--- config.mk ---
export PLATFORM = sky130hd
export DESIGN_NAME = mvt_sat_stage
export DESIGN_NICKNAME = d
export VERILOG_FILES = /design/src/rtl/mat4_vector_transform_assert.svh /design/src/rtl/mvt_pkg.sv /design/src/rtl/mvt_sat_stage.sv
export SDC_FILE = /design/constraint.sdc
export NUM_CORES = 1
export LEC_CHECK = 0
export BUFFER_PORTS_ARGS = -buffer_cell sky130_fd_sc_hd__buf_2
export CORE_AREA = 5 5 203 205
export CTS_CLUSTER_DIAMETER = 60
export DETAILED_ROUTE_END_ITERATION = 10
export DIE_AREA = 0 0 208 210
export GPL_TIMING_DRIVEN = 0
export PLACE_DENSITY = 0.4
export SYNTH_ARGS = -nofsm -noshare
export SYNTH_HDL_FRONTEND = slang
export SYNTH_SLANG_ARGS = --single-unit
--- constraint.sdc ---
create_clock -name clk -period 7.5 [get_ports clk]
set_input_delay 0.375 -clock clk [delete_from_list [all_inputs] [get_ports clk]]
set_output_delay 0.375 -clock clk [all_outputs]
set_load 0.005 [all_outputs]
--- src/rtl/mat4_vector_transform_assert.svh ---
// Assertion macros shared by the matrix-vector transform RTL.
`ifndef MAT4_VECTOR_TRANSFORM_ASSERT_SVH
`define MAT4_VECTOR_TRANSFORM_ASSERT_SVH

`ifndef SYNTHESIS
// Clocked property check, disabled while reset is asserted.
`define MVT_ASSERT(lbl, prop) \
  lbl: assert property (@(posedge clk) disable iff (!rst_n) (prop)) \
    else $error("%m: assertion failed");
// Condition that must never be seen out of reset.
`define MVT_ASSERT_NEVER(lbl, expr) `MVT_ASSERT(lbl, !(expr))
`else
`define MVT_ASSERT(lbl, prop)
`define MVT_ASSERT_NEVER(lbl, expr)
`endif

`endif

--- src/rtl/mvt_pkg.sv ---
// Shared types and constants of the matrix-vector transform unit.
`default_nettype none

package mvt_pkg;

  localparam int FRAC_BITS  = 16;
  localparam int COMP_W     = 32;
  localparam int PROD_W     = 2 * COMP_W;
  localparam int ACC_W      = PROD_W + 2;
  localparam int NUM_COMP   = 4;
  localparam int NUM_CFG    = 8;
  localparam int CFG_IDX_W  = 4;
  localparam int CFG_DATA_W = 64;

  typedef logic signed [COMP_W-1:0] comp_t;
  typedef logic signed [PROD_W-1:0] prod_t;
  typedef logic signed [ACC_W-1:0]  acc_t;
  typedef comp_t [NUM_COMP-1:0]     vec_arr_t;
  typedef prod_t [NUM_COMP-1:0]     prod_arr_t;
  typedef acc_t  [NUM_COMP-1:0]     acc_arr_t;
  typedef logic [CFG_DATA_W-1:0]    cfg_word_t;
  typedef cfg_word_t [NUM_CFG-1:0]  cfg_arr_t;

  // Input item as it travels on the input channel.
  typedef struct packed {
    logic signed [COMP_W-1:0] vec_x;
    logic signed [COMP_W-1:0] vec_y;
    logic signed [COMP_W-1:0] vec_z;
    logic signed [COMP_W-1:0] vec_w;
    logic                     point_mode;
  } in_t;

  // Result item as it travels on the result channel.
  typedef struct packed {
    logic signed [COMP_W-1:0] out_x;
    logic signed [COMP_W-1:0] out_y;
    logic signed [COMP_W-1:0] out_z;
    logic signed [COMP_W-1:0] out_w;
    logic                     saturated;
  } out_t;

  // Data handed from one column cell to the next.
  typedef struct packed {
    logic     point;
    vec_arr_t vec;
    acc_arr_t acc;
  } cell_data_t;

  // Reset contents of the coefficient registers: the identity matrix.
  localparam cfg_arr_t CFG_RESET = '{
    64'h0001_0000_0000_0000,
    64'h0000_0000_0000_0000,
    64'h0000_0000_0001_0000,
    64'h0000_0000_0000_0000,
    64'h0000_0000_0000_0000,
    64'h0001_0000_0000_0000,
    64'h0000_0000_0000_0000,
    64'h0000_0000_0001_0000
  };

endpackage

`default_nettype wire

--- src/rtl/mvt_sat_stage.sv ---
// Output stage: scales the row sums back to Q16.16, saturates and holds the result.
`default_nettype none

module mvt_sat_stage
  import mvt_pkg::*;
(
  input  wire logic       clk,
  input  wire logic       rst_n,
  input  wire logic       up_valid,
  input  wire cell_data_t up_data,
  output logic            up_stall,
  output logic            out_valid,
  output out_t            out_data,
  input  wire logic       out_stall
);

  logic                    out_valid_r;
  out_t                    out_data_r;
  out_t                    out_data_nxt;
  logic                    load;
  acc_t                    shifted;
  logic [NUM_COMP-1:0]     clamp;
  comp_t [NUM_COMP-1:0]    comp;

  assign load     = !out_valid_r || !out_stall;
  assign up_stall = !load;

  // Floor shift of each sum, then clamp to the signed 32-bit range.
  always_comb begin
    shifted = '0;
    for (int r = 0; r < NUM_COMP; r++) begin
      shifted  = $signed(up_data.acc[r]) >>> FRAC_BITS;
      clamp[r] = !((&shifted[ACC_W-1:COMP_W-1]) || !(|shifted[ACC_W-1:COMP_W-1]));
      if (clamp[r]) begin
        comp[r] = shifted[ACC_W-1] ? {1'b1, {(COMP_W-1){1'b0}}} : {1'b0, {(COMP_W-1){1'b1}}};
      end else begin
        comp[r] = shifted[COMP_W-1:0];
      end
    end
    // In point mode the fourth row is not reported.
    out_data_nxt.out_x     = comp[0];
    out_data_nxt.out_y     = comp[1];
    out_data_nxt.out_z     = comp[2];
    out_data_nxt.out_w     = up_data.point ? '0 : comp[3];
    out_data_nxt.saturated = (|clamp[NUM_COMP-2:0]) || (clamp[NUM_COMP-1] && !up_data.point);
  end

  always_ff @(posedge clk) begin
    if (!rst_n) begin
      out_valid_r <= 1'b0;
    end else if (load) begin
      out_valid_r <= up_valid;
    end
  end

  always_ff @(posedge clk) begin
    if (load && up_valid) begin
      out_data_r <= out_data_nxt;
    end
  end

  assign out_valid = out_valid_r;
  assign out_data  = out_data_r;

endmodule

`default_nettype wire

==> impl_metrics.ini <==
[power]
max-vdd-ir-drop_uv = 159
power.static_leakage_nw = 3.89
comb_power_share_pct = 9.4
p_sw_share_pct = 22.6
p_clk_share_pct = 48.3
switching_power_uw = 460
power.share.sequential_pct = 42.3
cellInternalPower_mw = 1.57
cellPowerDensity_nw_per_um2 = 235

[floorplan]
pin_count = 528
die_area_um2 = 43700
initial_utilization_pct = 14.1
chip_width_um = 208
core_region_area_um2 = 39300
fp.dieH_um = 210
row_count = 73

[status]
outcome = finished clean

[cells_and_area]
design.final.nets = 1138
fraction_of_layout_instances_using_a_drive_strength_above_1_pct = 52.9
final.fill_count = 4312
final_cell_count_no_fill = 1279
number_of_inserted_diodes = 0
syn2layout_area_growth_pct = 55.9

[clocking]
post_cts.repair.setup_buffers = 0
hold_buffers = 0
clk_pin_slew_ps = 60
cts_inserted_buffers = 17
cts-resized-gates = 0
tritoncts_num_sinks = 130
htree_levels = 4
insertion_delay_ps = 430
tritoncts = yes
cts_root_buffer = sky130_fd_sc_hd__clkbuf_16
ctsLongestPathBuffers = 2

[timing]
min_period_over_period_pct = 25.9
finalHoldViolCount = 0
tns_ps = 0
finalSetupViolations = 0
finalWorstPathRequiredPeriod_ps = 1940
timing.final.ws_setup_ps = 5560
final.setup_skew_ps = 6.73
rsz0062_at_grt = no
slew_violations = 0
maxClockFrequency_mhz = 515
slew-limit-headroom_pct = 47.9
worst-slew-pin-transition_ps = 777

[drt]
wl_per_cell_um = 16.4
finalWirelength_um = 21000
drtPass1Iterations = 4
final_antenna_net_count = 0
dr.first_iter.drc_count = 165
vias_per_cell = 3.70
remaining_drc_errors = 0
vias = 4738

[setup_path]
timing.setup.critical_path_class = reg -> reg
r2r.worst_path.cells = 4
kind_of_end_point_of_the_critical_path = flop
cp_data_arrival_time_ps = 2070
crit_path_start_kind = flop
critical_path_rt_ps = 7630
path_max_fanout = 30
reg2reg_setup_slack_ps = 5560

[yosys]
postSynthNetCount = 781
yosys_warnings = 0
synth.most_common_cell = sky130_fd_sc_hd__edfxtp_1
synth_top_area_share_pct = 70.0
synthesis.instances = 384
synthesized_area_per_cell_um2 = 14.4
synth_seq_area_share_pct = 70.3
count_of_cell_types_in_the_netlist = 25
netlist_area_um2 = 5540
ys_seq_elements = 130
synth-main-ff-cell = sky130_fd_sc_hd__edfxtp_1
synth_enable_flop_cells = 129
yosys.area.top_type = sky130_fd_sc_hd__edfxtp_1
netlist_top_cells_count = sky130_fd_sc_hd__edfxtp_1, sky130_fd_sc_hd__a21o_1, sky130_fd_sc_hd__o21ai_0
synth_top_cells_by_area = sky130_fd_sc_hd__edfxtp_1, sky130_fd_sc_hd__a21o_1, sky130_fd_sc_hd__o21ai_0
asyncSetResetFlopFracSynth_pct = 0

[place]
preCtsSetupSlack_ps = 5190
gp_routability_congestion = 0.819
place.detailed.instances = 1247
detailed_place_hpwl_um = 16400
portBuffers = 334

[grt]
first_pass_grt_wire_length_um = 30600
grt_start_max_net_pins = 31
grt.overflow.total = 0
track_usage_pct = 9.35
via_count_of_the_first_global_routing_pass = 4941
grt_antenna_before_repair = 9

[min_path]
hold_path_class = in -> reg
hold_depth = 2

[flow_run]
max_cap_violations = 0
## state kept, by name, indices dropped and copies added, names as in the netlist
register / count
out_valid: 1
out_data: 129
## layer usage
metal  global-route usage (%)  vias up  part of all wire [%]
li1                         -     2254                     -
met5                        0        -                  0.55
met4                     2.85       18                   1.5
met3                     5.72       32                    12
met1                     11.1     2206                    42
met2                     14.2      228                    44
## worst max-delay path, stage by stage (launching register included)
cell and delay (ps):
sky130_fd_sc_hd__dfxtp_1 300, sky130_fd_sc_hd__and2_1 170, sky130_fd_sc_hd__nor2b_4 620, sky130_fd_sc_hd__buf_12 290, sky130_fd_sc_hd__buf_12 230
## stage by stage
stage / total power [mW] / instance area (um^2) / hold slack [ps] / util, %
6_report: 2.03 / 8630 / 158 / 22.0
5_1_grt: 2.13 / 8630 / 127 / 22.0
4_1_cts: 2.09 / 8630 / 116 / 22.0
3_5_place_dp: 1.07 / 7950 / 594 / 20.3
3_3_place_gp: 1.08 / 7870 / 579 / 20.0
2_1_floorplan: 0.944 / 5540 / 493 / -
## kinds of logic (layout without fill, tap and decap cells)
logic type      Yosys count  after routing  synth area share (%)
flops                   130            130                  70.3
buf+inv                  35            405                  3.39
simple gates             57             57                  6.94
compound gates          162            162                  19.4
## cell type report
class                      instances  area (um^2)  share of cell area (%)
timing repair buffer             338         1750                    20.3
sequential                       130         3890                    45.1
clock buffer                      17          425                    4.93
tap                              525          657                    7.61
multi-input combinational        219         1460                    17.0
buffer                            35          188                    2.17
clock inverter                    15          254                    2.94
## power groups by stage
stage / Clock (mW) / Sequential, mW / Combinational [mW]
after floorplan: 0 / 0.891 / 0.0531
after global placement: 0 / 0.891 / 0.189
after detailed placement: 0 / 0.876 / 0.197
after CTS: 1.03 / 0.861 / 0.197
after global routing: 1.06 / 0.864 / 0.212
final: 0.981 / 0.860 / 0.191
## worst paths after layout
kind | startpoint | endpoint
min reg2reg | out_valid | out_valid
max | out_valid | out_data[61]
min | rst_n | out_valid
max reg2reg | out_valid | out_data[61]
## cells in the final DEF, fill, tap and decap left out, types with 2 or more instances in the layout
cell                          n
sky130_fd_sc_hd__clkbuf_1    15
sky130_fd_sc_hd__buf_6        4
sky130_fd_sc_hd__nand4_1     21
sky130_fd_sc_hd__nor4_1      17
sky130_fd_sc_hd__bufinv_16    6
sky130_fd_sc_hd__a21oi_1     30
sky130_fd_sc_hd__a311oi_1     3
sky130_fd_sc_hd__nor4_2       3
sky130_fd_sc_hd__nor2_1       6
sky130_fd_sc_hd__inv_6        3
sky130_fd_sc_hd__clkbuf_16   17
sky130_fd_sc_hd__buf_4        3
sky130_fd_sc_hd__o21ai_0     31
sky130_fd_sc_hd__buf_2      346
sky130_fd_sc_hd__buf_12       4
sky130_fd_sc_hd__and3_1       3
sky130_fd_sc_hd__clkinv_4     4
sky130_fd_sc_hd__a21o_1      93
sky130_fd_sc_hd__or3_1        2
sky130_fd_sc_hd__edfxtp_1   129
sky130_fd_sc_hd__a31o_2       3
(Power assumes the default switching activity.)
